$ cat config.mk
export PLATFORM = sky130hd
export DESIGN_NAME = pfm_front
export DESIGN_NICKNAME = d
export VERILOG_FILES = /design/src/hdl/pfm_pkg.sv /design/src/hdl/pfm_front.sv
export SDC_FILE = /design/constraint.sdc
export NUM_CORES = 1
export LEC_CHECK = 0
export BUFFER_PORTS_ARGS = -buffer_cell sky130_fd_sc_hd__buf_2
export CORE_ASPECT_RATIO = 1.2
export CORE_MARGIN = 2
export CORE_UTILIZATION = 28
export DETAILED_ROUTE_END_ITERATION = 12
export PLACE_DENSITY = 0.54
export RECOVER_POWER = 50
export SLEW_MARGIN = 20
export SYNTH_ARGS = -nofsm -noshare
export SYNTH_HDL_FRONTEND = slang
export SYNTH_SLANG_ARGS = --single-unit
$ cat constraint.sdc
create_clock -name clk -period 2.1 [get_ports clk]
set_input_delay 0.42 -clock clk [delete_from_list [all_inputs] [get_ports clk]]
set_output_delay 0.42 -clock clk [all_outputs]
set_load 0.05 [all_outputs]
$ cat src/hdl/pfm_pkg.sv
// Shared types and constants of the pulse flow meter.
// Used by every module of the block; depends on nothing else.
`timescale 1ns / 1ps

package pfm_pkg;

    // Counting and calibration sizes.
    localparam int DECILES          = 10;
    localparam int PULSE_COUNT_BITS = 16;

    // Field widths.
    localparam int OP_W    = 2;
    localparam int T_W     = 16;
    localparam int FREQ_W  = 24;
    localparam int DEC_W   = 4;
    localparam int FLOW_W  = 26;
    localparam int IVOL_W  = 32;
    localparam int TVOL_W  = 48;
    localparam int TIME_W  = 40;
    localparam int CAP_W   = 10;
    localparam int K_W     = 16;
    localparam int MF_W    = 16;

    // Datapath widths derived from the fields.
    localparam int SCALE_W    = 18;
    localparam int F_NUM_W    = PULSE_COUNT_BITS + SCALE_W;
    localparam int PROD_W     = FREQ_W + MF_W;
    localparam int CAPK_W     = CAP_W + K_W;
    localparam int ACC_W      = CAPK_W + 4;
    localparam int F10_W      = FREQ_W + 4;
    localparam int RT_W       = FLOW_W + T_W;
    localparam int RT25_W     = RT_W + 5;
    localparam int V_SHIFT    = 9;
    localparam int V1_W       = RT25_W - V_SHIFT;
    localparam int DIVISOR_W  = K_W + 4;
    localparam int DIV_W      = (F_NUM_W > PROD_W) ? F_NUM_W : PROD_W;
    localparam int DIV_CNT_W  = $clog2(DIV_W + 1);

    localparam logic [SCALE_W-1:0] FREQ_SCALE = SCALE_W'(256000);
    localparam logic [DEC_W-1:0]   DEC_MAX    = DEC_W'(DECILES - 1);

    // Division by three as a reciprocal multiplication: for x below 2^34,
    // x/3 is (x * 0x2AAAAAAAB) >> 35. The constant is split into a high and
    // a low part so that each product stays narrow.
    localparam int RECIP_X_W       = 34;
    localparam int RECIP_LO_W      = 18;
    localparam int RECIP_HI_W      = 16;
    localparam int RECIP_SHIFT     = 35;
    localparam int RECIP_LO_PROD_W = RECIP_X_W + RECIP_LO_W;
    localparam int RECIP_HI_PROD_W = RECIP_X_W + RECIP_HI_W;
    localparam int RECIP_SUM_W     = RECIP_X_W + RECIP_LO_W + RECIP_HI_W;
    localparam logic [RECIP_LO_W-1:0] RECIP_LO = 18'h2AAAB;
    localparam logic [RECIP_HI_W-1:0] RECIP_HI = 16'hAAAA;
    // At or above this the interval volume saturates.
    localparam logic [V1_W-1:0] V1_SAT = V1_W'(64'h3_0000_0000);

    // Item codes.
    localparam logic [OP_W-1:0] OP_PULSE = 2'd0;
    localparam logic [OP_W-1:0] OP_TICK  = 2'd1;
    localparam logic [OP_W-1:0] OP_CLEAR = 2'd2;

    // Configuration port.
    localparam int CFG_IDX_W  = 3;
    localparam int CFG_DATA_W = 64;
    localparam logic [CFG_IDX_W-1:0] REG_CAPACITY = 3'd0;
    localparam logic [CFG_IDX_W-1:0] REG_K_FACTOR = 3'd1;
    localparam logic [CFG_IDX_W-1:0] REG_M_0_3    = 3'd2;
    localparam logic [CFG_IDX_W-1:0] REG_M_4_7    = 3'd3;
    localparam logic [CFG_IDX_W-1:0] REG_M_8_9    = 3'd4;

    localparam logic [CAP_W-1:0] CAP_RESET = 10'd60;
    localparam logic [K_W-1:0]   K_RESET   = 16'd1280;
    localparam logic [63:0]      M4_RESET  = 64'h4000_4000_4000_4000;
    localparam logic [31:0]      M2_RESET  = 32'h4000_4000;

    // Tick queue between the front and the back.
    localparam int QUEUE_DEPTH = 2;
    localparam int QPTR_W      = $clog2(QUEUE_DEPTH);
    localparam int QCNT_W      = $clog2(QUEUE_DEPTH + 1);

    typedef struct packed {
        logic [OP_W-1:0] op;
        logic [T_W-1:0]  elapsed_ms;
    } sample_t;

    typedef struct packed {
        logic [FREQ_W-1:0] frequency_q8;
        logic [DEC_W-1:0]  decile;
        logic [FLOW_W-1:0] flow_rate;
        logic [IVOL_W-1:0] interval_volume_ul;
        logic [TVOL_W-1:0] total_volume_ul;
        logic [TIME_W-1:0] total_ms;
    } result_t;

    typedef struct packed {
        logic [CAP_W-1:0] capacity;
        logic [K_W-1:0]   k_factor;
        logic [63:0]      m_0_3;
        logic [63:0]      m_4_7;
        logic [31:0]      m_8_9;
    } cfg_t;

    typedef struct packed {
        logic [PULSE_COUNT_BITS-1:0] pulses;
        logic [T_W-1:0]              elapsed_ms;
    } tick_t;

    typedef struct packed {
        logic  valid;
        tick_t tick;
    } queue_port_t;

    typedef struct packed {
        logic                 start;
        logic [DIV_W-1:0]     dividend;
        logic [DIVISOR_W-1:0] divisor;
        logic [DIV_CNT_W-1:0] iters;
    } div_req_t;

    typedef struct packed {
        logic             done;
        logic [DIV_W-1:0] quotient;
    } div_rsp_t;

endpackage

$ cat src/hdl/pfm_front.sv
// Front end of the pulse flow meter: takes items, keeps the pulse count
// and hands each tick to the tick queue. Depends on pfm_pkg.
`timescale 1ns / 1ps

module pfm_front (
    input  logic             clk,
    input  logic             rst_n,
    input  logic             sample_valid,
    output logic             sample_stall,
    input  pfm_pkg::sample_t sample,
    input  logic             queue_full,
    output pfm_pkg::queue_port_t queue_wr
);
    import pfm_pkg::*;

    logic [PULSE_COUNT_BITS-1:0] pulse_count_reg;
    logic [PULSE_COUNT_BITS-1:0] pulse_count_next;
    logic                        accept;

    // Only a tick needs room in the queue; pulses and clears go on.
    assign sample_stall = queue_full && (sample.op == OP_TICK);
    assign accept       = sample_valid && !sample_stall;

    always_comb
    begin
        pulse_count_next         = pulse_count_reg;
        queue_wr.valid           = 1'b0;
        queue_wr.tick.pulses     = pulse_count_reg;
        queue_wr.tick.elapsed_ms = sample.elapsed_ms;
        if (accept)
        begin
            unique case (sample.op)
                OP_PULSE:
                begin
                    if (pulse_count_reg != '1)
                    begin
                        pulse_count_next = pulse_count_reg + 1'b1;
                    end
                end
                OP_TICK:
                begin
                    queue_wr.valid   = 1'b1;
                    pulse_count_next = '0;
                end
                OP_CLEAR:
                begin
                    pulse_count_next = '0;
                end
                default:
                begin
                    pulse_count_next = pulse_count_reg;
                end
            endcase
        end
    end

    always_ff @(posedge clk or negedge rst_n)
    begin
        if (!rst_n)
        begin
            pulse_count_reg <= '0;
        end
        else
        begin
            pulse_count_reg <= pulse_count_next;
        end
    end

endmodule

# After elaboration in Yosys (flattened, before gate mapping)
# Cells that the tools add are included.
# Widths: inputs -> output; s select.
[word_totals]
ff_bits = 16
in_bits = 22
output_inout_bits = 34
word_cells = 17
[classes]
add_sub_neg = 1
eq_ne = 4
n_mux = 4
n_reduce_logical = 7
[op_table]
columns = ["op", "count"]
rows = [
  ["$pmux 16 s2", 1],
  ["$add 16x1->16 const B", 1],
  ["$mux 16", 1],
  ["$ne 16x16->1 const B", 1],
  ["$reduce_and 3->1", 1],
  ["$eq 2x1->1 const B", 1],
  ["$eq 2x2->1 const B", 1],
  ["$logic_and 1x1->1", 2],
  ["$logic_not 2->1", 1],
  ["$mux 1", 2],
  ["$ne 2x2->1 const B", 1],
  ["$reduce_bool 2->1", 1],
  ["$reduce_or 2->1", 1],
  ["$logic_not 1->1", 1],
]

# Logic depth before layout (Yosys ltp)
[logic_depth]
depth_word = 5
mapped_depth = 8
ltp_nobuf = 6

# Least setup slack after synthesis
# Ideal clock, no wire load.
[synth_timing]
path_kind = "flip-flop to flip-flop"
startpoint = "register pulse_count_reg[0]"
endpoint = "register pulse_count_reg[13]"
setup_time_ns = 0.146
t_arrival_ns = 1.922
required_ns = 1.954
slack_ns = 0.031
path_stages_with_launch = 8
path_buffers = 2
synth_period_minus_slack_ns = 2.069
path_cell_list = "dfrtp_1 > ha_1 > and4_1 > and4bb_1 > buf_6 > buf_2 > o31ai_1 > o41ai_2"
[synth_between]
elab_chain_cells = 3
elab_cells_between_ends = 6
classes_between = "add/sub: 1; eq/ne: 2; mux: 2; reduce/logical: 1"
[synth_rtl]
columns = ["item", "line", "text"]
rows = [
  ["start: declaration", "pfm_front.sv:16", "logic [PULSE_COUNT_BITS-1:0] pulse_count_reg;"],
  ["start signal: assignment", "pfm_front.sv:65", "pulse_count_reg <= pulse_count_next;"],
  ["$add 16x1->16 / $ne 16x16->1 (equally long branches)", "pfm_front.sv:37, pfm_front.sv:35", ""],
  ["$mux 16 / $ne 2x2->1 (equally long branches)", "--", ""],
  ["$pmux 16 s2 / $reduce_and 3->1 (equally long branches)", "--", ""],
]
# Parallel ways exist; a longest one is shown, timed or not. The select of a mux whose other input is x is not followed.
# A chain may end at the register's enable or synchronous reset.

# Final worst setup path
[layout_timing]
startpoint = "register pulse_count_reg[1]"
endpoint = "register pulse_count_reg[7]"
# The elaborated chain is that of the path after synthesis.

==> metrics <==
final setup fails 0; Placed Area 1264 um2; remaining global-route overflow 0; setup TNS 0 ns; FILL cells 449; worst slew pin tran 0.8997 ns; CTS tree yes; vias per cell 5.292; Post-Syn Area 1204 um2; WL final 2.871 mm; Core Rows 26; Initial Util 0.2868; via count 1069; clk buf depth 2; Tot Pwr 0.9282 mW; CTS Hold Buffers Added 0; area delta synth->final 9.459%; Worst Hold Class input port to asynchronous set/reset pin; Reg area 400.4 um2; Inserted Diodes 0; Fin. Hold Viols 0; Multi-input gate area 599.3 um2; Port Buf Inserts 23; number of synthesized flops with an enable pin 0; Worst-path clk slew 0.07 ns; Finished Cell Area 1318 um2; DRT Pass-1 Iters 4; RSZ-0062 raised after global routing false; Synth area leader dfrtp_1; status complete, no violations; P_leak 0.6121 nW; sequential area share after synthesis 0.3326; VDD IR-drop max 0.1784 mV; clock skew 0.004198 ns; share of post-route cells with drive strength above 1 0.2603; Root Buffer clkbuf_8; Avg WL per Cell 14.21 um; Die W 63.85 um; slew margin rel. 0.4002; placer congestion estimate 0.8871; I/O Pins 56; share of the synthesized area in the top cell type 0.3326; Mean Syn Cell Area 8.916 um2; number of flip-flops under the largest register name 16; H-tree depth 1; final worst slack 0.1700 ns; Req. time, crit path 2.23 ns; worst slack at placement 0.07099 ns; initial drt markers 70; DRC Markers 0; antenna-violating nets left 0; post-DP HPWL 2.143 mm; Die Y-Extent 75.82 um; first-pass GRT wire length 5.023 mm; clock latency on the worst-skew pair 0.25 ns; Syn Inst Count 135; Slew Viols, Final 0; Post-CTS Setup Inserts 0; TritonCTS Buffers 3; data arrival time of the worst path 2.06 ns; syn nets 160; Syn. warnings 0; reg2reg path depth 6; post-route clock period utilization 0.9191; Async SR Flop Fraction 1.000; synth unique cells 37; total track usage 0.1294; NumNets Final 172; prevailing post-synth register cell dfrtp_1; Critical Path End Type flop; WS Path Type flop to flop; fmax 518.1 MHz; antenna violations before repair 0; Pwr Density 704.5 nW/um2; synthesized flop and latch total 16; Util after Layout 0.3140; total of max-cap violations 0; Max FO, Critical Path 13; minimum clock period 1.930 ns; Die Area 4841 um2; main area contributors after synthesis dfrtp_1, buf_4, o31ai_1; Post-CTS Resized 0; clk sink count 16; startpoint types flop; core area 4197 um2; largest net degree at the start of global routing 17; number of global-route vias before repair 1042
## where the power goes
part / internal [mW] / total (mW) / switching, mW
Clock: 0.166 / 0.278 / 0.112
Combinational: 0.0781 / 0.268 / 0.189
Sequential: 0.336 / 0.383 / 0.0469
## placed cells by master, fill, tap and decap left out, types with 2 or more instances in the layout
| master | instances |
|---|---|
| o21ai_0 | 9 |
| and4_1 | 2 |
| nand2_1 | 9 |
| nor2_1 | 5 |
| or4_1 | 2 |
| or2_2 | 2 |
| inv_1 | 7 |
| buf_4 | 7 |
| a21oi_1 | 2 |
| dfrtp_1 | 16 |
| o31a_1 | 2 |
| nand3_1 | 6 |
| o211ai_1 | 2 |
| clkbuf_8 | 4 |
| buf_2 | 22 |
| nand4_1 | 3 |
| and3_1 | 5 |
| a31oi_1 | 5 |
| and2_1 | 2 |
| ha_1 | 3 |
| o31ai_1 | 15 |
## per-layer routing
layer | wire length [um] | track usage | part of all wire
met5 | 0 | 0 | 0
met4 | 64 | 0.07246 | 0.022
met3 | 124 | 0.02068 | 0.043
met2 | 1384 | 0.2164 | 0.48
met1 | 1299 | 0.1605 | 0.45
## cell usage after synthesis (all sizes together) (2+ instances only)
master and instances:
and2 2, nand2b 2, dfrtp 16, o211ai 2, buf 21, o31ai 15
or2 2, nand2 9, o31a 2, a21oi 2, and4 3, nor2 5
inv 7, nand3 6, or4 2, clkbuf 2, o21ai 9, o41ai 2
nand4 3, a31oi 5, ha 3, and3 5
## per-stage QoR
stage | std cells | hold WS, ns
after floorplan | 135 | 0.1244
after global placement | 198 | 0.3593
after detailed placement | 198 | 0.3631
after CTS | 202 | 0.09505
after global routing | 202 | 0.3679
final | 202 | 0.2653
## worst max-delay path, cell delays in order (launching register included)
cell	delay [ns]
dfrtp_1	0.44
ha_1	0.26
and4_1	0.20
and4bb_1	0.34
buf_4	0.21
o31ai_1	0.26
o31ai_1	0.11
## logic make-up (layout without fill, tap and decap cells)
family,count (synthesis),after routing,share of synthesized area
buf+inv,30,41,0.1694
flops,16,16,0.3326
fa+ha+maj,3,3,0.03119
compound gates,40,40,0.2339
simple gates,46,46,0.2329
## worst paths after layout
path | slack (ns) | start | to
max | 0.17 | pulse_count_reg[1] | pulse_count_reg[7]
min | 0.27 | rst_n | pulse_count_reg[13]
max reg2reg | 0.17 | pulse_count_reg[1] | pulse_count_reg[7]
min reg2reg | 0.51 | pulse_count_reg[15] | pulse_count_reg[15]
max in group asynchronous | 1.28 | rst_n | pulse_count_reg[8]
min in group clk | 0.51 | pulse_count_reg[15] | pulse_count_reg[15]
## layout make-up
| type | instances | share of cell area |
|---|---|---|
| inverter | 7 | 0.01994 |
| clock buffer | 4 | 0.04179 |
| sequential | 16 | 0.3039 |
| timing repair buffer | 30 | 0.1263 |
| tap | 56 | 0.05318 |
| multi-input combinational | 89 | 0.4549 |
(Power assumes the default switching activity.)
