$ cat src/hdl/pfm_pkg.sv
// Shared types and constants of the pulse flow meter.
// Used by every module of the block; depends on nothing else.
`timescale 1ns / 1ps

package pfm_pkg;

    // Counting and calibration sizes.
    localparam int DECILES          = 10;
    localparam int PULSE_COUNT_BITS = 16;

    // Field widths.
    localparam int OP_W    = 2;
    localparam int T_W     = 16;
    localparam int FREQ_W  = 24;
    localparam int DEC_W   = 4;
    localparam int FLOW_W  = 26;
    localparam int IVOL_W  = 32;
    localparam int TVOL_W  = 48;
    localparam int TIME_W  = 40;
    localparam int CAP_W   = 10;
    localparam int K_W     = 16;
    localparam int MF_W    = 16;

    // Datapath widths derived from the fields.
    localparam int SCALE_W    = 18;
    localparam int F_NUM_W    = PULSE_COUNT_BITS + SCALE_W;
    localparam int PROD_W     = FREQ_W + MF_W;
    localparam int CAPK_W     = CAP_W + K_W;
    localparam int ACC_W      = CAPK_W + 4;
    localparam int F10_W      = FREQ_W + 4;
    localparam int RT_W       = FLOW_W + T_W;
    localparam int RT25_W     = RT_W + 5;
    localparam int V_SHIFT    = 9;
    localparam int V1_W       = RT25_W - V_SHIFT;
    localparam int DIVISOR_W  = K_W + 4;
    localparam int DIV_W      = (F_NUM_W > PROD_W) ? F_NUM_W : PROD_W;
    localparam int DIV_CNT_W  = $clog2(DIV_W + 1);

    localparam logic [SCALE_W-1:0] FREQ_SCALE = SCALE_W'(256000);
    localparam logic [DEC_W-1:0]   DEC_MAX    = DEC_W'(DECILES - 1);

    // Division by three as a reciprocal multiplication: for x below 2^34,
    // x/3 is (x * 0x2AAAAAAAB) >> 35. The constant is split into a high and
    // a low part so that each product stays narrow.
    localparam int RECIP_X_W       = 34;
    localparam int RECIP_LO_W      = 18;
    localparam int RECIP_HI_W      = 16;
    localparam int RECIP_SHIFT     = 35;
    localparam int RECIP_LO_PROD_W = RECIP_X_W + RECIP_LO_W;
    localparam int RECIP_HI_PROD_W = RECIP_X_W + RECIP_HI_W;
    localparam int RECIP_SUM_W     = RECIP_X_W + RECIP_LO_W + RECIP_HI_W;
    localparam logic [RECIP_LO_W-1:0] RECIP_LO = 18'h2AAAB;
    localparam logic [RECIP_HI_W-1:0] RECIP_HI = 16'hAAAA;
    // At or above this the interval volume saturates.
    localparam logic [V1_W-1:0] V1_SAT = V1_W'(64'h3_0000_0000);

    // Item codes.
    localparam logic [OP_W-1:0] OP_PULSE = 2'd0;
    localparam logic [OP_W-1:0] OP_TICK  = 2'd1;
    localparam logic [OP_W-1:0] OP_CLEAR = 2'd2;

    // Configuration port.
    localparam int CFG_IDX_W  = 3;
    localparam int CFG_DATA_W = 64;
    localparam logic [CFG_IDX_W-1:0] REG_CAPACITY = 3'd0;
    localparam logic [CFG_IDX_W-1:0] REG_K_FACTOR = 3'd1;
    localparam logic [CFG_IDX_W-1:0] REG_M_0_3    = 3'd2;
    localparam logic [CFG_IDX_W-1:0] REG_M_4_7    = 3'd3;
    localparam logic [CFG_IDX_W-1:0] REG_M_8_9    = 3'd4;

    localparam logic [CAP_W-1:0] CAP_RESET = 10'd60;
    localparam logic [K_W-1:0]   K_RESET   = 16'd1280;
    localparam logic [63:0]      M4_RESET  = 64'h4000_4000_4000_4000;
    localparam logic [31:0]      M2_RESET  = 32'h4000_4000;

    // Tick queue between the front and the back.
    localparam int QUEUE_DEPTH = 2;
    localparam int QPTR_W      = $clog2(QUEUE_DEPTH);
    localparam int QCNT_W      = $clog2(QUEUE_DEPTH + 1);

    typedef struct packed {
        logic [OP_W-1:0] op;
        logic [T_W-1:0]  elapsed_ms;
    } sample_t;

    typedef struct packed {
        logic [FREQ_W-1:0] frequency_q8;
        logic [DEC_W-1:0]  decile;
        logic [FLOW_W-1:0] flow_rate;
        logic [IVOL_W-1:0] interval_volume_ul;
        logic [TVOL_W-1:0] total_volume_ul;
        logic [TIME_W-1:0] total_ms;
    } result_t;

    typedef struct packed {
        logic [CAP_W-1:0] capacity;
        logic [K_W-1:0]   k_factor;
        logic [63:0]      m_0_3;
        logic [63:0]      m_4_7;
        logic [31:0]      m_8_9;
    } cfg_t;

    typedef struct packed {
        logic [PULSE_COUNT_BITS-1:0] pulses;
        logic [T_W-1:0]              elapsed_ms;
    } tick_t;

    typedef struct packed {
        logic  valid;
        tick_t tick;
    } queue_port_t;

    typedef struct packed {
        logic                 start;
        logic [DIV_W-1:0]     dividend;
        logic [DIVISOR_W-1:0] divisor;
        logic [DIV_CNT_W-1:0] iters;
    } div_req_t;

    typedef struct packed {
        logic             done;
        logic [DIV_W-1:0] quotient;
    } div_rsp_t;

endpackage

$ cat src/hdl/pfm_queue.sv
// Short tick queue between the front end and the back end.
// Depends on pfm_pkg.
`timescale 1ns / 1ps

module pfm_queue (
    input  logic                 clk,
    input  logic                 rst_n,
    input  pfm_pkg::queue_port_t wr,
    output logic                 full,
    output pfm_pkg::queue_port_t rd,
    input  logic                 pop
);
    import pfm_pkg::*;

    tick_t               entry_reg [QUEUE_DEPTH];
    logic [QPTR_W-1:0]   wr_ptr_reg;
    logic [QPTR_W-1:0]   wr_ptr_next;
    logic [QPTR_W-1:0]   rd_ptr_reg;
    logic [QPTR_W-1:0]   rd_ptr_next;
    logic [QCNT_W-1:0]   count_reg;
    logic [QCNT_W-1:0]   count_next;
    logic                do_push;
    logic                do_pop;

    assign full     = (count_reg == QCNT_W'(QUEUE_DEPTH));
    assign rd.valid = (count_reg != '0);
    assign rd.tick  = entry_reg[rd_ptr_reg];
    assign do_push  = wr.valid && !full;
    assign do_pop   = pop && rd.valid;

    always_comb
    begin
        wr_ptr_next = wr_ptr_reg;
        rd_ptr_next = rd_ptr_reg;
        count_next  = count_reg;
        if (do_push)
        begin
            wr_ptr_next = (wr_ptr_reg == QPTR_W'(QUEUE_DEPTH - 1)) ? '0 : wr_ptr_reg + 1'b1;
        end
        if (do_pop)
        begin
            rd_ptr_next = (rd_ptr_reg == QPTR_W'(QUEUE_DEPTH - 1)) ? '0 : rd_ptr_reg + 1'b1;
        end
        if (do_push && !do_pop)
        begin
            count_next = count_reg + 1'b1;
        end
        else if (do_pop && !do_push)
        begin
            count_next = count_reg - 1'b1;
        end
    end

    always_ff @(posedge clk or negedge rst_n)
    begin
        if (!rst_n)
        begin
            wr_ptr_reg <= '0;
            rd_ptr_reg <= '0;
            count_reg  <= '0;
        end
        else
        begin
            wr_ptr_reg <= wr_ptr_next;
            rd_ptr_reg <= rd_ptr_next;
            count_reg  <= count_next;
        end
    end

    always_ff @(posedge clk)
    begin
        if (do_push)
        begin
            entry_reg[wr_ptr_reg] <= wr.tick;
        end
    end

endmodule

$ cat config.mk
export PLATFORM = sky130hd
export DESIGN_NAME = pfm_queue
export DESIGN_NICKNAME = d
export VERILOG_FILES = /design/src/hdl/pfm_pkg.sv /design/src/hdl/pfm_queue.sv
export SDC_FILE = /design/constraint.sdc
export NUM_CORES = 1
export LEC_CHECK = 0
export ABC_AREA = 1
export BUFFER_PORTS_ARGS = -buffer_cell sky130_fd_sc_hd__buf_2
export CAP_MARGIN = 10
export CORE_MARGIN = 10
export CORE_UTILIZATION = 30
export CTS_CLUSTER_SIZE = 20
export DETAILED_ROUTE_END_ITERATION = 6
export SLEW_MARGIN = 10
export SYNTH_ARGS = -nofsm -noshare
export SYNTH_HDL_FRONTEND = slang
export SYNTH_SLANG_ARGS = --single-unit
$ cat constraint.sdc
create_clock -name clk -period 5.7 [get_ports clk]
set_input_delay 0.57 -clock clk [delete_from_list [all_inputs] [get_ports clk]]
set_output_delay 0.57 -clock clk [all_outputs]
set_load 0.02 [all_outputs]
======== Word level (Yosys, flattened, before mapping) ========
Memory sizes are Yosys's and may differ from the RTL's.
Index checks and enable logic that the tools add are counted.
storage, ports and cells
  flip-flop bits (word level) ............. 4
  bits in writable memories ............... 64
  input bits .............................. 36
  output and inout port bits .............. 34
  word-level logic and storage cells ...... 24
  memories kept ........................... 1
memory list
  memory     words  bits a word  rd ports  clocked after memory_dff  write ports  line             source
  entry_reg  2      32           1         0                         1            pfm_queue.sv:15  tick_t entry_reg [QUEUE_DEPTH];
operators by class
  add/subtract/negate cells ............... 4
  equality and inequality tests ........... 1
  mux-type cells .......................... 6
  reductions and logical operators ........ 9
operators with widths
  operator             count
  $logic_and 1x1->1    4
  $mux 1               4
  $mux 2               2
  $reduce_bool 2->1    2
  $logic_not 1->1      3
  $add 1x1->1 const B  2
  $add 2x1->2 const B  1
  $eq 2x2->1 const B   1
  $sub 2x1->2 const B  1

======== Longest topological paths before layout ========
Gate-level depths: netlist of the first run.
  depth in word-level cells ............... 7
  mapped depth ............................ 9
  gate-level depth less buffers ........... 9

======== Worst setup path after synthesis of the first run ========
No wires, ideal clock.
  path type ............................... input-to-reg
  from .................................... in wr[32] (netlist bit)
  to ...................................... mem entry_reg[1][0] (netlist bit) (enable)
  setup time .............................. 0.421 ns
  arrival ................................. 2.030 ns
  required time ........................... 5.279 ns
  setup slack ............................. 3.249 ns
  stages .................................. 2
  path buffers ............................ 0
  cell sequence ........................... o21ai_0 -> nor2_1
between the ends
  cells in the longest elaborated chain, start to end .. 3
ends and longest elaborated chain
  element                       line             source
  from (decl)                   pfm_queue.sv:8   input pfm_pkg::queue_port_t wr,
  $logic_and 1x1->1             pfm_queue.sv:28  assign do_push = wr.valid && !full;
  $mux 1                        pfm_queue.sv:72  if (do_push)
  $mux 1 (not written as such)  pfm_queue.sv:74  entry_reg[wr_ptr_reg] <= wr.tick;
  to (decl)                     pfm_queue.sv:15
Every way passes these cells.

==> results of run 1 <==
## per-layer routing
| metal | track usage [%] | vias up |
|---|---|---|
| met2 | 13.83 | 49 |
| met1 | 7.829 | 734 |
| met5 | 0 | - |
| met4 | 3.206 | 0 |
| met3 | 3.903 | 8 |
| li1 | - | 809 |
## metrics by stage
stage / power (mW) / worst slack, ns / std cells / util [%] / cell area (um^2)
3_5_place_dp: 1.560 / 3.577 / 392 / 35.87 / 3362
2_1_floorplan: 1.374 / 3.249 / 199 / - / 2927
6_report: 1.941 / 3.382 / 408 / 38.09 / 3570
4_1_cts: 1.982 / 3.337 / 408 / 38.09 / 3570
5_1_grt: 2.068 / 3.222 / 408 / 38.09 / 3570
3_3_place_gp: 1.545 / 3.622 / 392 / 35.87 / 3362
## how the worst min path moves through the flow
stage | from | slack [ns] | cells past startpoint | end
after floorplan | rst_n | 0.27 | 0 | count_reg[0]
after global placement | rst_n | 0.38 | 1 | count_reg[0]
after detailed placement | rst_n | 0.38 | 1 | count_reg[0]
after CTS | rst_n | 0.009 | 1 | count_reg[0]
after global routing | rst_n | 0.002 | 1 | count_reg[0]
final | rst_n | 0.03 | 1 | count_reg[0]
## worst max-delay path, stage by stage (launching register included)
cell     delay [ns]
dfrtp_1        0.37
buf_4          0.27
inv_8          0.41
nand2_1        0.09
nand2_1        0.09
buf_2          0.16
## kinds of logic (layout without fill, tap and decap cells)
group	count (synthesis)	count (layout)	share of synthesized area (%)
AOI/OAI and AO/OA	1	1	0.1708
xor gates and xnor gates	1	1	0.2993
adders and majority gates	1	1	0.4275
buffers and inverters	15	95	4.489
DFF	68	68	69.09
and+or+nand+nor	113	113	25.52
## cell type report
cell class / count / area (um^2) / share of cell area, %
inverters: 8 / 37.54 / 1.052
clock inverters: 5 / 76.32 / 2.138
flip-flops and latches: 68 / 2022 / 56.64
well taps: 129 / 161.4 / 4.522
clock buffers: 11 / 131.4 / 3.680
repair buffers: 71 / 360.3 / 10.09
multi-input cells: 116 / 780.7 / 21.87
## report_power, final
part	internal [mW]	switching [mW]
Clock	0.245	0.173
Combinational	0.237	0.547
Sequential	0.687	0.0524
## layout by cell type, fill, tap and decap left out
cell type   instances
nand2_4            30
nand2_2            33
bufinv_16           2
nor2_2              1
edfxtp_1           64
clkinvlp_4          1
buf_2              69
inv_2               2
nand4_1             1
clkinv_1            1
clkbuf_1            2
nand2_1            44
o21ai_0             1
clkbuf_8            9
xnor2_1             1
dfrtp_1             4
ha_1                1
clkinv_2            1
inv_8               1
nand3_1             2
inv_1               5
nor2_4              2
buf_4               2
==> run_results.csv, run 1 <==
group,metric,value,unit
run_status,status,"completed",
clock_network,clkTransAtPathRegs,0.07,ns
die,initial_core_util,31.23,%
logic_synthesis,yosys_most_used_dff,"edfxtp_1",
logic_synthesis,ys_top_cells_by_count,"edfxtp_1 (64), nand2_1 (44), nand2_2 (33), nand2_4 (30), inv_1 (5)",
global_route,grt_usage,7.908,%
logic_synthesis,synth_edf_count,64,
global_route,overflow,0,
clock_network,cts.repair.resized,0,
timing,finalHoldViolCount,0,
logic_synthesis,syn_area,2927,um^2
logic_synthesis,synth_area_per_cell,14.71,um^2
place,dp_hpwl,3828,um
timing,grt_setup_unrepaired,"no",
timing,post-route-min-period,2.318,ns
final_layout,drive_above_1_share,54.84,%
drt,highest_layer,"met4",
critical_path,r2r_end,"entry_reg[0][22]",
critical_path,startpoint_type,"flip-flop",
global_route,grt_pass1_wl,8659,um
drt,drcViolationCount,0,
worst_hold_path,hold_path_class,"primary input to asynchronous set/reset pin",
final_layout,largest_reg_flops,64,
timing,clock_skew,0.009496,ns
critical_path,r2r_cells,6,
logic_synthesis,yosysMostFrequentCell,"edfxtp_1",
die,coreArea,9371,um^2
critical_path,path_class,"flip-flop to output port",
clock_network,cts_max_level,3,
timing,finalSetupViolCount,0,
critical_path,crit_path_max_fanout,34,
drt,m1WireLength,2210,um
drt,drt-initial-drc-count,48,
timing,worstMarginPinSlew,0.9962,ns
timing,relSlewSlack,33.43,%
global_route,grt_max_degree,35,
clock_network,clk_latency,0.33,ns
drt,first_pass_iters,4,
drt,antenna_left,0,
clock_network,cts_setup_buffers,0,
logic_synthesis,synth_cell_types,19,
timing,period_share,40.67,%
logic_synthesis,synth_fp_nets,236,
drt,vias,1600,
logic_synthesis,synthTopCellsByArea,"edfxtp_1 (66%), nand2_4 (12%), nand2_2 (7.1%)",
logic_synthesis,synth-seq-area-share,69.09,%
drt,wl,5592,um
timing,holdWs,0.02608,ns
die,die_h,118.8,um
critical_path,cp-startpoint,"rd_ptr_reg",
logic_synthesis,netlist_instances,199,
timing,fmax,431.4,MHz
logic_synthesis,netlist.area_leader.share,65.67,%
clock_network,cts_tree,"built",
final_layout,num-nets-final,311,
critical_path,cp_data_required_time,5.13,ns
die,io-pin-count,70,
logic_synthesis,netlist.top_cell.by_area,"edfxtp_1",
drt,met3_length,411,um
timing,tns,0,ns
pwr,p_leak,1.538,nW
die,die_x,118.8,um
global_route,antenna_found_initial,0,
final_layout,synthToLayoutAreaGrowth,21.98,%
pwr,vdd_drop_max,0.1806,mV
critical_path,crit_arrival,1.75,ns
logic_synthesis,ys_async_sr_fraction,5.882,%
clock_network,clock_sinks,68,
flow_run,drv_cap,0,
critical_path,r2r_slack,3.80,ns
critical_path,r2r_start,"count_reg[1]",
global_route,grt_pass1_vias,1676,
clock_network,root_buffer,"clkbuf_8",
final_layout,nFillCells,953,
pwr,cellPowerDensity,543.8,nW/um^2
logic_synthesis,ys_ff_latch,68,
place,place_congestion,0.6760,
timing,drv_slew,0,
place,io_buffers,69,
drt,wl_per_cell,13.71,um
critical_path,crit_end,"rd[15]",
die,die-area,14110,um^2
clock_network,clockBufferDepth,2,
drt,viasPerCell,3.922,
clock_network,numCtsBuffers,9,
drt,route.met2.wl,2896,um
clock_network,hold_buffers,0,
final_layout,n_antenna_cell,0,
logic_synthesis,yosysWarnings,0,
critical_path,end_kind,"output port",
die,rows,35,
Power figures use the tool's default switching activity.
==> run 2, diff against run 1 <==
ABC_AREA = 0   (was 1)
clock period = 2.1 ns   (was 5.7 ns; I/O delays follow)
==> run_results.csv, run 2 <==
group,metric,value,unit
run_status,status,"completed",
logic_synthesis,synth_fp_nets,156,
logic_synthesis,synth_area_per_cell,22.37,um^2
critical_path,cp.depth,3,
final_layout,final_common_cell,"buf_2",
timing,tns,0,ns
critical_path,path_cells,"buf_4, mux2_4, buf_2",
logic_synthesis,ys_top_cells_by_count,"edfxtp_1 (64), mux2_4 (29), dfrtp_1 (4)",
logic_synthesis,yosys_most_used_dff,"edfxtp_1",
logic_synthesis,netlist.area_leader.share,72.18,%
timing,post-route-min-period,1.837,ns
critical_path,crit_family,"flip-flops",
final_layout,final_cell_count_no_fill,314,
logic_synthesis,synth-seq-area-share,75.94,%
clock_network,cts_max_level,3,
place,dp_hpwl,3438,um
die,die-area,13040,um^2
clock_network,clk_latency,0.34,ns
pwr,cellPowerDensity,1454,nW/um^2
timing,grt_setup_unrepaired,"no",
logic_synthesis,yosysMostFrequentCell,"edfxtp_1",
place,placed_area,3143,um^2
final_layout,num-nets-final,238,
timing,worstMarginPinSlew,0.3771,ns
final_layout,postLayoutCoreUtil,38.68,%
die,initial_core_util,30.68,%
place,place_congestion,0.6872,
global_route,grt_pass1_wl,7486,um
drt,viasPerCell,4.127,
drt,vias,1296,
timing,fmax,544.5,MHz
flow_run,drv_cap,0,
final_layout,drive_above_1_share,60.68,%
logic_synthesis,yosysWarnings,0,
final_layout,nFillCells,829,
timing,finalHoldViolCount,0,
drt,first_pass_iters,3,
global_route,overflow,0,
critical_path,crit_end,"rd[0]",
final_layout,final_cell_mix,"buf_2 (69), edfxtp_1 (64), mux2_4 (29)",
die,die_h,114.2,um
clock_network,numCtsBuffers,9,
critical_path,r2r_slack,0.52,ns
critical_path,r2r_start,"count_reg[0]",
timing,clock_skew,0.01132,ns
final_layout,n_antenna_cell,0,
timing,finalSetupViolCount,0,
die,rows,34,
critical_path,cpPeakStageDelay,0.54,ns
clock_network,cts_setup_buffers,0,
logic_synthesis,ys_ff_latch,68,
timing,relSlewSlack,74.80,%
clock_network,clockBufferDepth,2,
final_layout,synthToLayoutAreaGrowth,26.08,%
critical_path,cp_data_required_time,1.89,ns
drt,drcViolationCount,0,
global_route,grt_pass1_vias,1386,
drt,wl_per_cell,15.17,um
clock_network,cts_tree,"built",
pwr,vdd_drop_max,0.9357,mV
critical_path,end_kind,"output port",
critical_path,cp_num_buf_inv,2,
die,coreArea,8678,um^2
worst_hold_path,hold_path_class,"primary input to flip-flop",
drt,wl,4764,um
clock_network,clock_sinks,68,
logic_synthesis,syn_area,2663,um^2
pwr,total_power,4.882,mW
clock_network,hold_buffers,1,
clock_network,clkTransAtPathRegs,0.08,ns
critical_path,cp-startpoint,"rd_ptr_reg",
logic_synthesis,netlist.top_cell.by_area,"edfxtp_1",
logic_synthesis,synth_cell_types,16,
critical_path,startpoint_type,"flip-flop",
die,die_x,114.2,um
global_route,grt_max_degree,23,
logic_synthesis,ys_async_sr_fraction,5.882,%
critical_path,path_class,"flip-flop to output port",
drt,drt-initial-drc-count,41,
global_route,antenna_found_initial,0,
timing,drv_slew,0,
pwr,p_leak,1.355,nW
critical_path,r2r_end,"entry_reg[0][26]",
logic_synthesis,synthTopCellsByArea,"edfxtp_1 (72%), mux2_4 (16%), dfrtp_1 (3.8%)",
critical_path,cp_slowest_cell,"dfrtp_2",
place,dp_cells,297,
timing,period_share,87.46,%
logic_synthesis,netlist_instances,119,
final_layout,largest_reg_flops,64,
clock_network,cts.repair.resized,0,
critical_path,crit_path_max_fanout,9,
final_layout,final_cell_area,3357,um^2
drt,antenna_left,0,
critical_path,r2r_cells,4,
logic_synthesis,synth_edf_count,64,
place,io_buffers,69,
critical_path,crit_arrival,1.63,ns
clock_network,root_buffer,"clkbuf_8",
global_route,grt_usage,7.606,%
die,io-pin-count,70,
-- run 2: cell types whose count changed after synthesis, moves of 3 or more --
cell     delta
inv_1       -3
mux2_4     +29
nand2_1    -43
buf_4       -3
nand2_4    -30
nand2_2    -32
mux2_2      +3
-- run 2: final cells by class --
class	count	area [um^2]	area share [%]
Timing Repair Buffer	75	417.9	12.45
Clock buffer	9	123.9	3.690
Clock inverter	7	80.08	2.385
Multi-Input combinational cell	45	569.3	16.96
Sequential cell	68	2023	60.27
Tap cell	108	135.1	4.025
Inverter	2	7.507	0.2236
-- run 2: kinds of logic (layout without fill, tap and decap cells) --
kind of cell  count (synthesis)  in the layout  share of synthesized area [%]
fa+ha+maj                     1              1                         0.4698
flops                        68             68                          75.94
buf+inv                       6             93                          2.961
simple gates                  7              7                          1.363
xor+xnor                      5              5                          1.645
mux                          32             32                          17.62
-- run 2: through the flow --
step           setup WS (ns)  hold WS, ns
4_1_cts               0.2155      0.02375
5_1_grt               0.1851      0.01472
3_3_place_gp          0.5480      0.02388
3_5_place_dp          0.5108      0.02033
2_1_floorplan         0.2265     -0.08559
6_report              0.2634      0.04774
-- run 2: per-layer routing --
layer	vias up	wire length, um	GRT usage (%)
met2	46	2258	11.47
li1	626	-	-
met3	6	477	5.189
met4	0	56	3.008
met5	-	0	0
met1	618	1972	8.215
-- run 2: where the power goes --
| group | switching, mW | leakage [nW] | internal [mW] |
|---|---|---|---|
| clock network | 0.510 | 0.0973 | 0.564 |
| registers | 0.133 | 0.640 | 1.86 |
| logic | 0.988 | 0.618 | 0.827 |
| total | 1.63 | 1.36 | 3.25 |
-- run 2: how the worst min path moves through the flow --
stage / startpoint / to / slack (ns) / depth (start not counted)
final: wr[11] / entry_reg[0][11] / 0.05 / 1
after global routing: wr[8] / entry_reg[1][8] / 0.01 / 1
after CTS: wr[2] / entry_reg[1][2] / 0.02 / 1
after detailed placement: rst_n / count_reg[1] / 0.02 / 1
after global placement: rst_n / count_reg[1] / 0.02 / 1
after floorplan: rst_n / count_reg[0] / -0.09 / 0
