`config.mk`:
```
export PLATFORM = sky130hd
export DESIGN_NAME = pfm_back
export DESIGN_NICKNAME = d
export VERILOG_FILES = /design/src/hdl/pfm_pkg.sv /design/src/hdl/pfm_div.sv /design/src/hdl/pfm_back.sv
export SDC_FILE = /design/constraint.sdc
export NUM_CORES = 2
export LEC_CHECK = 0
export ABC_AREA = 1
export BUFFER_PORTS_ARGS = -buffer_cell sky130_fd_sc_hd__buf_2
export CORE_ASPECT_RATIO = 0.7
export CORE_MARGIN = 5
export CORE_UTILIZATION = 65
export DETAILED_ROUTE_END_ITERATION = 7
export PLACE_DENSITY = 0.87
export REMOVE_ABC_BUFFERS = 1
export SKIP_LAST_GASP = 1
export SYNTH_ARGS = -nofsm -noshare
export SYNTH_HDL_FRONTEND = slang
export SYNTH_SLANG_ARGS = --single-unit
export TNS_END_PERCENT = 10
```
`constraint.sdc`:
```
create_clock -name clk -period 13.4 [get_ports clk]
set_clock_uncertainty 0.1 [all_clocks]
set_input_delay 1.34 -clock clk [delete_from_list [all_inputs] [get_ports clk]]
set_output_delay 1.34 -clock clk [all_outputs]
set_load 0.02 [all_outputs]
```
`src/hdl/pfm_pkg.sv`:
```
// Shared types and constants of the pulse flow meter.
// Used by every module of the block; depends on nothing else.
`timescale 1ns / 1ps

package pfm_pkg;

    // Counting and calibration sizes.
    localparam int DECILES          = 10;
    localparam int PULSE_COUNT_BITS = 16;

    // Field widths.
    localparam int OP_W    = 2;
    localparam int T_W     = 16;
    localparam int FREQ_W  = 24;
    localparam int DEC_W   = 4;
    localparam int FLOW_W  = 26;
    localparam int IVOL_W  = 32;
    localparam int TVOL_W  = 48;
    localparam int TIME_W  = 40;
    localparam int CAP_W   = 10;
    localparam int K_W     = 16;
    localparam int MF_W    = 16;

    // Datapath widths derived from the fields.
    localparam int SCALE_W    = 18;
    localparam int F_NUM_W    = PULSE_COUNT_BITS + SCALE_W;
    localparam int PROD_W     = FREQ_W + MF_W;
    localparam int CAPK_W     = CAP_W + K_W;
    localparam int ACC_W      = CAPK_W + 4;
    localparam int F10_W      = FREQ_W + 4;
    localparam int RT_W       = FLOW_W + T_W;
    localparam int RT25_W     = RT_W + 5;
    localparam int V_SHIFT    = 9;
    localparam int V1_W       = RT25_W - V_SHIFT;
    localparam int DIVISOR_W  = K_W + 4;
    localparam int DIV_W      = (F_NUM_W > PROD_W) ? F_NUM_W : PROD_W;
    localparam int DIV_CNT_W  = $clog2(DIV_W + 1);

    localparam logic [SCALE_W-1:0] FREQ_SCALE = SCALE_W'(256000);
    localparam logic [DEC_W-1:0]   DEC_MAX    = DEC_W'(DECILES - 1);

    // Division by three as a reciprocal multiplication: for x below 2^34,
    // x/3 is (x * 0x2AAAAAAAB) >> 35. The constant is split into a high and
    // a low part so that each product stays narrow.
    localparam int RECIP_X_W       = 34;
    localparam int RECIP_LO_W      = 18;
    localparam int RECIP_HI_W      = 16;
    localparam int RECIP_SHIFT     = 35;
    localparam int RECIP_LO_PROD_W = RECIP_X_W + RECIP_LO_W;
    localparam int RECIP_HI_PROD_W = RECIP_X_W + RECIP_HI_W;
    localparam int RECIP_SUM_W     = RECIP_X_W + RECIP_LO_W + RECIP_HI_W;
    localparam logic [RECIP_LO_W-1:0] RECIP_LO = 18'h2AAAB;
    localparam logic [RECIP_HI_W-1:0] RECIP_HI = 16'hAAAA;
    // At or above this the interval volume saturates.
    localparam logic [V1_W-1:0] V1_SAT = V1_W'(64'h3_0000_0000);

    // Item codes.
    localparam logic [OP_W-1:0] OP_PULSE = 2'd0;
    localparam logic [OP_W-1:0] OP_TICK  = 2'd1;
    localparam logic [OP_W-1:0] OP_CLEAR = 2'd2;

    // Configuration port.
    localparam int CFG_IDX_W  = 3;
    localparam int CFG_DATA_W = 64;
    localparam logic [CFG_IDX_W-1:0] REG_CAPACITY = 3'd0;
    localparam logic [CFG_IDX_W-1:0] REG_K_FACTOR = 3'd1;
    localparam logic [CFG_IDX_W-1:0] REG_M_0_3    = 3'd2;
    localparam logic [CFG_IDX_W-1:0] REG_M_4_7    = 3'd3;
    localparam logic [CFG_IDX_W-1:0] REG_M_8_9    = 3'd4;

    localparam logic [CAP_W-1:0] CAP_RESET = 10'd60;
    localparam logic [K_W-1:0]   K_RESET   = 16'd1280;
    localparam logic [63:0]      M4_RESET  = 64'h4000_4000_4000_4000;
    localparam logic [31:0]      M2_RESET  = 32'h4000_4000;

    // Tick queue between the front and the back.
    localparam int QUEUE_DEPTH = 2;
    localparam int QPTR_W      = $clog2(QUEUE_DEPTH);
    localparam int QCNT_W      = $clog2(QUEUE_DEPTH + 1);

    typedef struct packed {
        logic [OP_W-1:0] op;
        logic [T_W-1:0]  elapsed_ms;
    } sample_t;

    typedef struct packed {
        logic [FREQ_W-1:0] frequency_q8;
        logic [DEC_W-1:0]  decile;
        logic [FLOW_W-1:0] flow_rate;
        logic [IVOL_W-1:0] interval_volume_ul;
        logic [TVOL_W-1:0] total_volume_ul;
        logic [TIME_W-1:0] total_ms;
    } result_t;

    typedef struct packed {
        logic [CAP_W-1:0] capacity;
        logic [K_W-1:0]   k_factor;
        logic [63:0]      m_0_3;
        logic [63:0]      m_4_7;
        logic [31:0]      m_8_9;
    } cfg_t;

    typedef struct packed {
        logic [PULSE_COUNT_BITS-1:0] pulses;
        logic [T_W-1:0]              elapsed_ms;
    } tick_t;

    typedef struct packed {
        logic  valid;
        tick_t tick;
    } queue_port_t;

    typedef struct packed {
        logic                 start;
        logic [DIV_W-1:0]     dividend;
        logic [DIVISOR_W-1:0] divisor;
        logic [DIV_CNT_W-1:0] iters;
    } div_req_t;

    typedef struct packed {
        logic             done;
        logic [DIV_W-1:0] quotient;
    } div_rsp_t;

endpackage

```
`src/hdl/pfm_div.sv`:
```
// Shared radix-2 restoring divider, one quotient bit per cycle.
// The dividend comes left-aligned; iters sets the number of quotient bits.
// Depends on pfm_pkg.
`timescale 1ns / 1ps

module pfm_div (
    input  logic              clk,
    input  logic              rst_n,
    input  pfm_pkg::div_req_t req,
    output pfm_pkg::div_rsp_t rsp
);
    import pfm_pkg::*;

    logic [DIV_W-1:0]     q_reg;
    logic [DIV_W-1:0]     q_next;
    logic [DIVISOR_W-1:0] rem_reg;
    logic [DIVISOR_W-1:0] rem_next;
    logic [DIVISOR_W-1:0] divisor_reg;
    logic [DIVISOR_W-1:0] divisor_next;
    logic [DIV_CNT_W-1:0] cnt_reg;
    logic [DIV_CNT_W-1:0] cnt_next;
    logic                 busy_reg;
    logic                 busy_next;
    logic                 done_reg;
    logic                 done_next;
    logic [DIVISOR_W:0]   rem_shift;
    logic                 fits;

    assign rem_shift = {rem_reg, q_reg[DIV_W-1]};
    assign fits      = (rem_shift >= {1'b0, divisor_reg});

    assign rsp.done     = done_reg;
    assign rsp.quotient = q_reg;

    always_comb
    begin
        q_next       = q_reg;
        rem_next     = rem_reg;
        divisor_next = divisor_reg;
        cnt_next     = cnt_reg;
        busy_next    = busy_reg;
        done_next    = 1'b0;
        if (busy_reg)
        begin
            rem_next = fits ? DIVISOR_W'(rem_shift - {1'b0, divisor_reg})
                            : rem_shift[DIVISOR_W-1:0];
            q_next   = {q_reg[DIV_W-2:0], fits};
            cnt_next = cnt_reg - 1'b1;
            if (cnt_reg == DIV_CNT_W'(1))
            begin
                busy_next = 1'b0;
                done_next = 1'b1;
            end
        end
        else if (req.start)
        begin
            q_next       = req.dividend;
            rem_next     = '0;
            divisor_next = req.divisor;
            cnt_next     = req.iters;
            busy_next    = 1'b1;
        end
    end

    always_ff @(posedge clk or negedge rst_n)
    begin
        if (!rst_n)
        begin
            cnt_reg  <= '0;
            busy_reg <= 1'b0;
            done_reg <= 1'b0;
        end
        else
        begin
            cnt_reg  <= cnt_next;
            busy_reg <= busy_next;
            done_reg <= done_next;
        end
    end

    always_ff @(posedge clk)
    begin
        q_reg       <= q_next;
        rem_reg     <= rem_next;
        divisor_reg <= divisor_next;
    end

endmodule

```
`src/hdl/pfm_back.sv`:
```
// Back end of the pulse flow meter: works one tick at a time through
// frequency, decile, flow and volume, keeps the totals and holds the result.
// Depends on pfm_pkg and pfm_div.
`timescale 1ns / 1ps

module pfm_back (
    input  logic                 clk,
    input  logic                 rst_n,
    input  pfm_pkg::cfg_t        cfg,
    input  pfm_pkg::queue_port_t queue_rd,
    output logic                 queue_pop,
    output logic                 result_valid,
    input  logic                 result_stall,
    output pfm_pkg::result_t     result
);
    import pfm_pkg::*;

    typedef enum logic [12:0] {
        S_IDLE     = 13'b0000000000001,
        S_LOAD_F   = 13'b0000000000010,
        S_WAIT_F   = 13'b0000000000100,
        S_DEC_INIT = 13'b0000000001000,
        S_DEC_STEP = 13'b0000000010000,
        S_MULT_M   = 13'b0000000100000,
        S_LOAD_R   = 13'b0000001000000,
        S_WAIT_R   = 13'b0000010000000,
        S_MUL_T    = 13'b0000100000000,
        S_SCALE_V  = 13'b0001000000000,
        S_RECIP_LO = 13'b0010000000000,
        S_RECIP_HI = 13'b0100000000000,
        S_FINISH   = 13'b1000000000000
    } state_t;

    state_t                      state_reg;
    state_t                      state_next;
    logic [PULSE_COUNT_BITS-1:0] p_reg;
    logic [PULSE_COUNT_BITS-1:0] p_next;
    logic [T_W-1:0]              t_reg;
    logic [T_W-1:0]              t_next;
    logic [FREQ_W-1:0]           f_reg;
    logic [FREQ_W-1:0]           f_next;
    logic [DEC_W-1:0]            d_reg;
    logic [DEC_W-1:0]            d_next;
    logic [MF_W-1:0]             m_reg;
    logic [MF_W-1:0]             m_next;
    logic [CAPK_W-1:0]           capk_reg;
    logic [CAPK_W-1:0]           capk_next;
    logic [ACC_W-1:0]            acc_reg;
    logic [ACC_W-1:0]            acc_next;
    logic [F10_W-1:0]            f10_reg;
    logic [F10_W-1:0]            f10_next;
    logic [PROD_W-1:0]           prod_reg;
    logic [PROD_W-1:0]           prod_next;
    logic [FLOW_W-1:0]           r_reg;
    logic [FLOW_W-1:0]           r_next;
    logic [RT_W-1:0]             rt_reg;
    logic [RT_W-1:0]             rt_next;
    logic [V1_W-1:0]             v1_reg;
    logic [V1_W-1:0]             v1_next;
    logic [RECIP_LO_PROD_W-1:0]  vlo_reg;
    logic [RECIP_LO_PROD_W-1:0]  vlo_next;
    logic [IVOL_W-1:0]           v_reg;
    logic [IVOL_W-1:0]           v_next;
    logic [TVOL_W-1:0]           total_vol_reg;
    logic [TVOL_W-1:0]           total_vol_next;
    logic [TIME_W-1:0]           total_time_reg;
    logic [TIME_W-1:0]           total_time_next;
    logic                        result_valid_reg;
    logic                        result_valid_next;
    result_t                     result_reg;
    result_t                     result_next;

    logic [F_NUM_W-1:0]          f_num;
    logic [CAPK_W-1:0]           capk;
    logic [RT25_W-1:0]           rt25;
    logic [RECIP_X_W-1:0]        recip_x;
    logic [RECIP_HI_PROD_W-1:0]  recip_hi_prod;
    logic [RECIP_SUM_W-1:0]      recip_sum;
    logic                        v1_big;
    logic [TVOL_W:0]             vol_sum;
    logic [TIME_W:0]             time_sum;
    logic [TVOL_W-1:0]           vol_sat;
    logic [TIME_W-1:0]           time_sat;
    div_req_t                    div_req;
    div_rsp_t                    div_rsp;

    // Selects the m-factor of a decile from the three packed registers.
    function automatic logic [MF_W-1:0] pick_m(cfg_t c, logic [DEC_W-1:0] d);
        logic [MF_W-1:0] m;
        begin
            m = '0;
            priority if (d < DEC_W'(4))
            begin
                m = c.m_0_3[MF_W * d[1:0] +: MF_W];
            end
            else if (d < DEC_W'(8))
            begin
                m = c.m_4_7[MF_W * d[1:0] +: MF_W];
            end
            else
            begin
                m = c.m_8_9[MF_W * d[0] +: MF_W];
            end
            return m;
        end
    endfunction

    pfm_div u_div (
        .clk   (clk),
        .rst_n (rst_n),
        .req   (div_req),
        .rsp   (div_rsp)
    );

    assign f_num    = F_NUM_W'(p_reg) * F_NUM_W'(FREQ_SCALE);
    assign capk     = CAPK_W'(cfg.capacity) * CAPK_W'(cfg.k_factor);
    assign rt25     = (RT25_W'(rt_reg) << 4) + (RT25_W'(rt_reg) << 3) + RT25_W'(rt_reg);
    assign vol_sum  = {1'b0, total_vol_reg} + (TVOL_W + 1)'(v_reg);
    assign time_sum = {1'b0, total_time_reg} + (TIME_W + 1)'(t_reg);
    assign vol_sat  = vol_sum[TVOL_W] ? '1 : vol_sum[TVOL_W-1:0];
    assign time_sat = time_sum[TIME_W] ? '1 : time_sum[TIME_W-1:0];

    // Below the saturation point the scaled volume fits the reciprocal's range.
    assign v1_big        = (v1_reg >= V1_SAT);
    assign recip_x       = v1_reg[RECIP_X_W-1:0];
    assign recip_hi_prod = RECIP_HI_PROD_W'(recip_x) * RECIP_HI_PROD_W'(RECIP_HI);
    assign recip_sum     = (RECIP_SUM_W'(recip_hi_prod) << RECIP_LO_W) + RECIP_SUM_W'(vlo_reg);

    assign result_valid = result_valid_reg;
    assign result       = result_reg;

    // Divider requests: each dividend is left-aligned in the divider word.
    always_comb
    begin
        div_req.start    = 1'b0;
        div_req.dividend = DIV_W'(f_num) << (DIV_W - F_NUM_W);
        div_req.divisor  = DIVISOR_W'(t_reg);
        div_req.iters    = DIV_CNT_W'(F_NUM_W);
        unique case (state_reg)
            S_LOAD_F:
            begin
                div_req.start = 1'b1;
            end
            S_LOAD_R:
            begin
                div_req.start    = (cfg.k_factor != '0);
                div_req.dividend = DIV_W'(prod_reg) << (DIV_W - PROD_W);
                div_req.divisor  = {cfg.k_factor, 4'b0000};
                div_req.iters    = DIV_CNT_W'(PROD_W);
            end
            default:
            begin
                div_req.start = 1'b0;
            end
        endcase
    end

    always_comb
    begin
        state_next        = state_reg;
        p_next            = p_reg;
        t_next            = t_reg;
        f_next            = f_reg;
        d_next            = d_reg;
        m_next            = m_reg;
        capk_next         = capk_reg;
        acc_next          = acc_reg;
        f10_next          = f10_reg;
        prod_next         = prod_reg;
        r_next            = r_reg;
        rt_next           = rt_reg;
        v1_next           = v1_reg;
        vlo_next          = vlo_reg;
        v_next            = v_reg;
        total_vol_next    = total_vol_reg;
        total_time_next   = total_time_reg;
        result_next       = result_reg;
        result_valid_next = result_valid_reg && result_stall;
        queue_pop         = 1'b0;

        unique case (state_reg)
            S_IDLE:
            begin
                if (queue_rd.valid)
                begin
                    queue_pop = 1'b1;
                    p_next    = queue_rd.tick.pulses;
                    t_next    = queue_rd.tick.elapsed_ms;
                    f_next    = '0;
                    d_next    = '0;
                    r_next    = '0;
                    v_next    = '0;
                    // With no elapsed time everything but the totals is zero.
                    state_next = (queue_rd.tick.elapsed_ms == '0) ? S_FINISH : S_LOAD_F;
                end
            end
            S_LOAD_F:
            begin
                state_next = S_WAIT_F;
            end
            S_WAIT_F:
            begin
                if (div_rsp.done)
                begin
                    f_next = (|div_rsp.quotient[DIV_W-1:FREQ_W]) ? '1
                                                                 : div_rsp.quotient[FREQ_W-1:0];
                    state_next = S_DEC_INIT;
                end
            end
            S_DEC_INIT:
            begin
                capk_next  = capk;
                acc_next   = ACC_W'(capk);
                f10_next   = (F10_W'(f_reg) << 3) + (F10_W'(f_reg) << 1);
                d_next     = '0;
                state_next = S_DEC_STEP;
            end
            S_DEC_STEP:
            begin
                // The decile is the count of multiples of capacity*k that
                // stay at or below ten times the frequency, up to nine.
                if (f_reg != '0 && d_reg != DEC_MAX && acc_reg <= ACC_W'(f10_reg))
                begin
                    d_next   = d_reg + 1'b1;
                    acc_next = acc_reg + ACC_W'(capk_reg);
                end
                else
                begin
                    state_next = S_MULT_M;
                end
            end
            S_MULT_M:
            begin
                m_next     = pick_m(cfg, d_reg);
                prod_next  = PROD_W'(f_reg) * PROD_W'(pick_m(cfg, d_reg));
                state_next = S_LOAD_R;
            end
            S_LOAD_R:
            begin
                if (cfg.k_factor == '0)
                begin
                    r_next     = (f_reg != '0 && m_reg != '0) ? '1 : '0;
                    state_next = S_MUL_T;
                end
                else
                begin
                    state_next = S_WAIT_R;
                end
            end
            S_WAIT_R:
            begin
                if (div_rsp.done)
                begin
                    r_next = (|div_rsp.quotient[DIV_W-1:FLOW_W]) ? '1
                                                                 : div_rsp.quotient[FLOW_W-1:0];
                    state_next = S_MUL_T;
                end
            end
            S_MUL_T:
            begin
                rt_next    = RT_W'(r_reg) * RT_W'(t_reg);
                state_next = S_SCALE_V;
            end
            S_SCALE_V:
            begin
                // Volume is R*T*25/1536: scale by 25, drop 512, divide by 3.
                v1_next    = rt25[RT25_W-1:V_SHIFT];
                state_next = S_RECIP_LO;
            end
            S_RECIP_LO:
            begin
                vlo_next   = RECIP_LO_PROD_W'(recip_x) * RECIP_LO_PROD_W'(RECIP_LO);
                state_next = S_RECIP_HI;
            end
            S_RECIP_HI:
            begin
                v_next     = v1_big ? '1 : recip_sum[RECIP_SHIFT +: IVOL_W];
                state_next = S_FINISH;
            end
            S_FINISH:
            begin
                if (!result_valid_reg || !result_stall)
                begin
                    total_vol_next                 = vol_sat;
                    total_time_next                = time_sat;
                    result_next.frequency_q8       = f_reg;
                    result_next.decile             = d_reg;
                    result_next.flow_rate          = r_reg;
                    result_next.interval_volume_ul = v_reg;
                    result_next.total_volume_ul    = vol_sat;
                    result_next.total_ms           = time_sat;
                    result_valid_next              = 1'b1;
                    state_next                     = S_IDLE;
                end
            end
            default:
            begin
                state_next = S_IDLE;
            end
        endcase
    end

    always_ff @(posedge clk or negedge rst_n)
    begin
        if (!rst_n)
        begin
            state_reg        <= S_IDLE;
            total_vol_reg    <= '0;
            total_time_reg   <= '0;
            result_valid_reg <= 1'b0;
        end
        else
        begin
            state_reg        <= state_next;
            total_vol_reg    <= total_vol_next;
            total_time_reg   <= total_time_next;
            result_valid_reg <= result_valid_next;
        end
    end

    always_ff @(posedge clk)
    begin
        p_reg      <= p_next;
        t_reg      <= t_next;
        f_reg      <= f_next;
        d_reg      <= d_next;
        m_reg      <= m_next;
        capk_reg   <= capk_next;
        acc_reg    <= acc_next;
        f10_reg    <= f10_next;
        prod_reg   <= prod_next;
        r_reg      <= r_next;
        rt_reg     <= rt_next;
        v1_reg     <= v1_next;
        vlo_reg    <= vlo_next;
        v_reg      <= v_next;
        result_reg <= result_next;
    end

endmodule

```
### Word level (Yosys, flattened, before mapping)

Cells that the tools add are included.
Widths: inputs -> output; s select.

* bits in registers: 754
* output and inout bits: 176
* word-level logic and storage cells: 157

* add/sub/neg operators: 10
* $mul: 6
* $lt $le $gt $ge: 5
* eq/ne operators: 22
* shift-type cells: 3
* muxes and demuxes: 49
* bitwise logic cells: 1
* reduce and logical (&&, ||, !) cells: 29

Operators by type and width (number)
* $pmux 13 s13: 1
* $mux 26: 5
* $shiftx 64x7->16: 2
* $mux 40: 3
* $mux 13: 6
* $pmux 26 s3: 1
* $mux 24: 3
* $add 67x52->67: 1
* $mux 66: 1
* $mux 32: 2
* $pmux 32 s2: 1
* $mux 20: 3
* $pmux 30 s2: 1
* $mul 34x18->52 const B: 1
* $add 48x32->49: 1
* $mul 34x15->48 const B: 1
* $mux 16: 3
* $mux 48: 1
* $pmux 24 s2: 1
* $add 46x45->47: 1
* $add 47x42->47: 1
* $mul 26x16->42: 1
* $add 40x16->41: 1
* $mul 24x16->40: 1
* other kinds (52): 82

### Logic depth before layout (Yosys ltp)

* word-level depth: 5
* depth in mapped cells: 38

### Hierarchy

From an unflattened synthesis, not the netlist that was laid out.

* cells, all modules: 10855
* area, all modules: 91152.4 µm²

Modules (own cells, without submodules)
* pfm_back: times used 1, cells each 10237, area each 85936.2 µm², seq. area each 18889.4 µm²
* pfm_div: times used 1, cells each 618, area each 5216.3 µm², seq. area each 2602.5 µm²

### Worst setup path before layout

OpenSTA, ideal clock, no wires.

* path type: input port to flip-flop
* start point: input cfg[67] in the netlist's numbering
* end point: register prod_reg[28], data pin
* arrival: 6854 ps
* data required time: 13042 ps
* setup slack: 6188 ps
* stages on the path: 27
* cell sequence: o21ai_0 -> o22ai_1 -> nand2_1 -> o211ai_1 -> nand2_1 -> clkinv_1 -> buf_2 -> nand2_1 -> fa_1 -> inv_1 -> fa_1 -> inv_1 -> fa_1 -> fa_1 -> fa_1 -> inv_1 -> fa_1 -> ha_1 -> a21oi_1 -> inv_1 -> a21oi_1 -> a21boi_0 -> o21ai_0 -> a21oi_1 -> o21ai_0 -> a21oi_1 -> xnor2_1

* word-level cells in the longest chain between the ends: 5

RTL lines
* start: declaration: line pfm_back.sv:9 `input pfm_pkg::cfg_t cfg,`
* $shiftx 64x7->16: line pfm_back.sv:98 `m = c.m_4_7[MF_W * d[1:0] +: MF_W];`
* $mux 16: line pfm_back.sv:96 `else if (d < DEC_W'(8))`
* $mux 16: line pfm_back.sv:92 `priority if (d < DEC_W'(4))`
* $mux 16: line pfm_back.sv:181 `unique case (state_reg)`
* $mul 24x16->40: line pfm_back.sv:235 `prod_next = PROD_W'(f_reg) * PROD_W'(pick_m(cfg, d_reg));`
* end signal: assignment: line pfm_back.sv:331 `prod_reg <= prod_next;`
* end: declaration: line pfm_back.sv:52 `logic [PROD_W-1:0] prod_reg;`

No other way between the ends. The select of a mux whose other input is x is not followed.
A chain may end at the register's enable or synchronous reset.

### Worst setup path after layout

* start point: register d_reg[1]
* end point: register prod_reg[28], data pin

* word-level cells in the longest chain between the ends: 5

RTL lines
* start: declaration: line pfm_back.sv:42 `logic [DEC_W-1:0] d_reg;`
* start signal: assignment: line pfm_back.sv:326 `d_reg <= d_next;`
* $shiftx 64x7->16 / $lt 4x4->1 (equally long branches): line pfm_back.sv:98, pfm_back.sv:96
* $mux 16: line pfm_back.sv:96
* $mux 16 (*): line pfm_back.sv:92
* $mux 16 (*): line pfm_back.sv:181
* $mul 24x16->40 (*): line pfm_back.sv:235

Mark *: on every way between the ends. The rest lies on a longest branch, timed or not. The select of a mux whose other input is x is not followed.

==> results.toml <==
[status]
status = "complete, no violations"

[synth]
synth_area_per_cell_um2 = 8.479
synth_enable_flop_cells = 624
syn_area_um2 = 90140
synth_seq_area_share_pct = 23.84
syn-instance-count = 10630
synth.ff_latch_count = 734
async_flop_share_pct = 14.99
ys_warn_count = 0
synth_flop_cell = "edfxtp_1"
ys_types = 70

[run]
cap_violations = 0

[setup_path]
crit_arrival_ns = 9.06
r2r_end = "prod_reg[28]"
worstPathRequired_ns = 13.74
crit_path_end = "prod_reg[28]"
crit_start = "d_reg[1]"
path_class = "register to register"
crit_top_cell = "fa_1"
reg2reg_from = "d_reg[1]"
r2r_slack_ns = 4.68
path_max_fanout = 36
crit_path_top_delay_cell = "inv_1"
end_kind = "register"
max_stage_delay_ns = 0.78
reg2reg_depth = 27
start_kind = "register"

[clock_tree]
cts_hold_buf = 0
postCtsSetupBuffers = 0
clockBufferDepth = 3
numCtsBuffers = 77
cts-root-buf = "clkbuf_16"
cts.sinks = 734
clk_latency_ns = 0.72
cts_resized = 0
cts.htree.levels = 3
cts_tree = "yes"
cts.reportedPaths.clkPinSlew_ns = 0.07

[routing]
highest_layer = "met5"
dr.first_iter.drc_count = 9640
wl_met1_um = 120600
routed_wl_um = 291800
ant_nets = 0
dr.pass1.iters = 7
wl_met2_um = 118300
detail_route.vias_per_cell = 5.947
drc = 0
vias = 76220
wl_met3_um = 43100
wire_per_inst_um = 22.77

[placed_design]
place_hpwl_um = 236000
gp_congestion = 1.058
port_buffers = 397

[floorplan]
chipWidth_um = 455.1
initial_core_util_pct = 65.35
dieArea_um2 = 146300
rows = 114
ios = 398
die_y_um = 321.6
core_area_um2 = 137900

[timing]
fin_crit_sh_pct = 65.05
tightest_slew_ns = 1.236
hold_slack_ns = 0.3844
fin_crit_ns = 8.717
setup_viol = 0
drv_slew = 0
hold_viol = 0
fmax_ghz = 0.1147
rsz0062_at_grt = "false"
slew_headroom_pct = 16.71

[hold_path]
hold_path_depth = 0
min_path_type = "register to register"

[global_routing]
grt_max_degree = 95
grt_pass1_vias = 76290
grt_pass1_wl_um = 446100
globalRoute.totalOverflow = 0
grt_util_all_layers_pct = 39.88
antenna_found_initial = 5

[cells_and_area]
syn_to_final_growth_pct = 7.182
fill_cells = 10780
fin_nets = 13110
largest_reg_flops = 174
drive_gt1_share_pct = 6.799
area by class of cell:
type,instances,area [µm²],area share [%]
antenna,2,5.005,0.005180
clock buffer,94,2061,2.133
clock inverter,50,641.9,0.6644
inverter,2315,8690,8.995
multi-input combinational,7293,58850,60.92
sequential,734,21490,22.25
tap,1856,2322,2.404
timing repair buffer,471,2545,2.634
cell families (layout without fill, tap and decap cells):
group / Yosys count / in the layout / synth area share (%)
and+or+nand+nor: 3595 / 3595 / 16.34
AOI/OAI and AO/OA: 1377 / 1377 / 8.573
xor gates and xnor gates: 321 / 321 / 3.119
DFF: 734 / 734 / 23.84
other: 0 / 2 / 0
adders and majority gates: 2000 / 2000 / 37.22
buffers and inverters: 2603 / 2930 / 10.91
how the worst min path moves through the flow:
stage,slack [ns],to,from
floorplan,0.33,result[100],v_reg[12]
global placement,0.36,result[92],v_reg[4]
detailed placement,0.37,result[92],v_reg[4]
CTS,0.38,result[92],v_reg[4]
global route,0.39,result[92],v_reg[4]
finish,0.38,result[92],v_reg[4]
layout by cell type, fill, tap and decap left out, types with 33 or more instances in the layout:
cell type,count
inv_1,2286
nand2_1,2253
fa_1,1135
ha_1,865
nor2_1,740
edfxtp_1,624
a21oi_1,531
o21ai_0,492
buf_2,396
nand3_1,292
xor2_1,210
xnor2_1,111
dfrtp_1,109
nand4_1,79
clkbuf_16,77
buf_4,75
a31oi_1,63
nor3_1,53
o211ai_1,50
nor4_1,45
a21o_1,44
o21a_1,33
synthesized netlist by cell type, types with 5 or more instances:
library cell,number,area (µm²)
xnor2_1,111,972.2
fa_1,1135,22720
edfxtp_1,624,18740
o31ai_1,6,45.04
a21o_1,44,330.3
nand3_2,18,180.2
nand4_1,79,494.2
o21ai_1,24,120.1
o21ai_2,5,43.79
ha_1,865,10820
nand2_1,2253,8457
o22ai_1,19,118.9
o21bai_1,31,232.7
dfrtp_1,109,2728
a31oi_1,63,394.1
o21a_1,33,247.7
buf_1,9,33.78
nor3_2,6,60.06
a21boi_0,11,82.58
clkinv_1,7,26.28
nand2_4,5,56.30
nor2_2,20,125.1
a21oi_1,531,2658
nor3_1,54,270.3
buf_2,37,185.2
o2111ai_1,6,52.55
nor2_1,743,2789
o21ai_0,493,2467
xor2_1,210,1839
inv_1,2290,8596
inv_2,18,67.56
o211ai_1,50,375.4
nand3_1,292,1461
nor2_4,5,56.30
or2_2,18,112.6
nand2_2,31,193.9
and3_1,8,50.05
o221ai_1,29,254.0
clkbuf_1,238,893.4
nor4_1,46,287.8
critical path, delay by kind of cell (launching register included):
kind	cells	cell delay (ns)
flops	1	0.37
simple gates	3	0.79
xor+xnor	1	0.08
compound gates	10	2.05
fa+ha+maj	7	3.40
buf+inv	6	1.57
metal layers:
layer  GRT usage (%)  up-vias
met5               0        -
met4           11.16        4
met3           14.36      643
met2           55.70     5009
met1           58.86    36740
li1                -    33820
stage by stage:
step / util [%] / worst slack (ns) / area, µm² / std cells / TNS (ns)
final: 70.04 / 4.683 / 96610 / 12820 / 0
after global routing: 70.04 / 4.340 / 96600 / 12810 / 0
after CTS: 70.04 / 4.804 / 96600 / 12810 / 0
after detailed placement: 68.08 / 4.873 / 93900 / 12670 / 0
after global placement: 68.08 / 4.872 / 93900 / 12670 / 0
after floorplan: - / -4.167 / 88990 / 10340 / -210.93
Power is left out: the tool's default activity adds up to more than one toggle a clock period on the data nets, which glitch-free logic cannot reach.
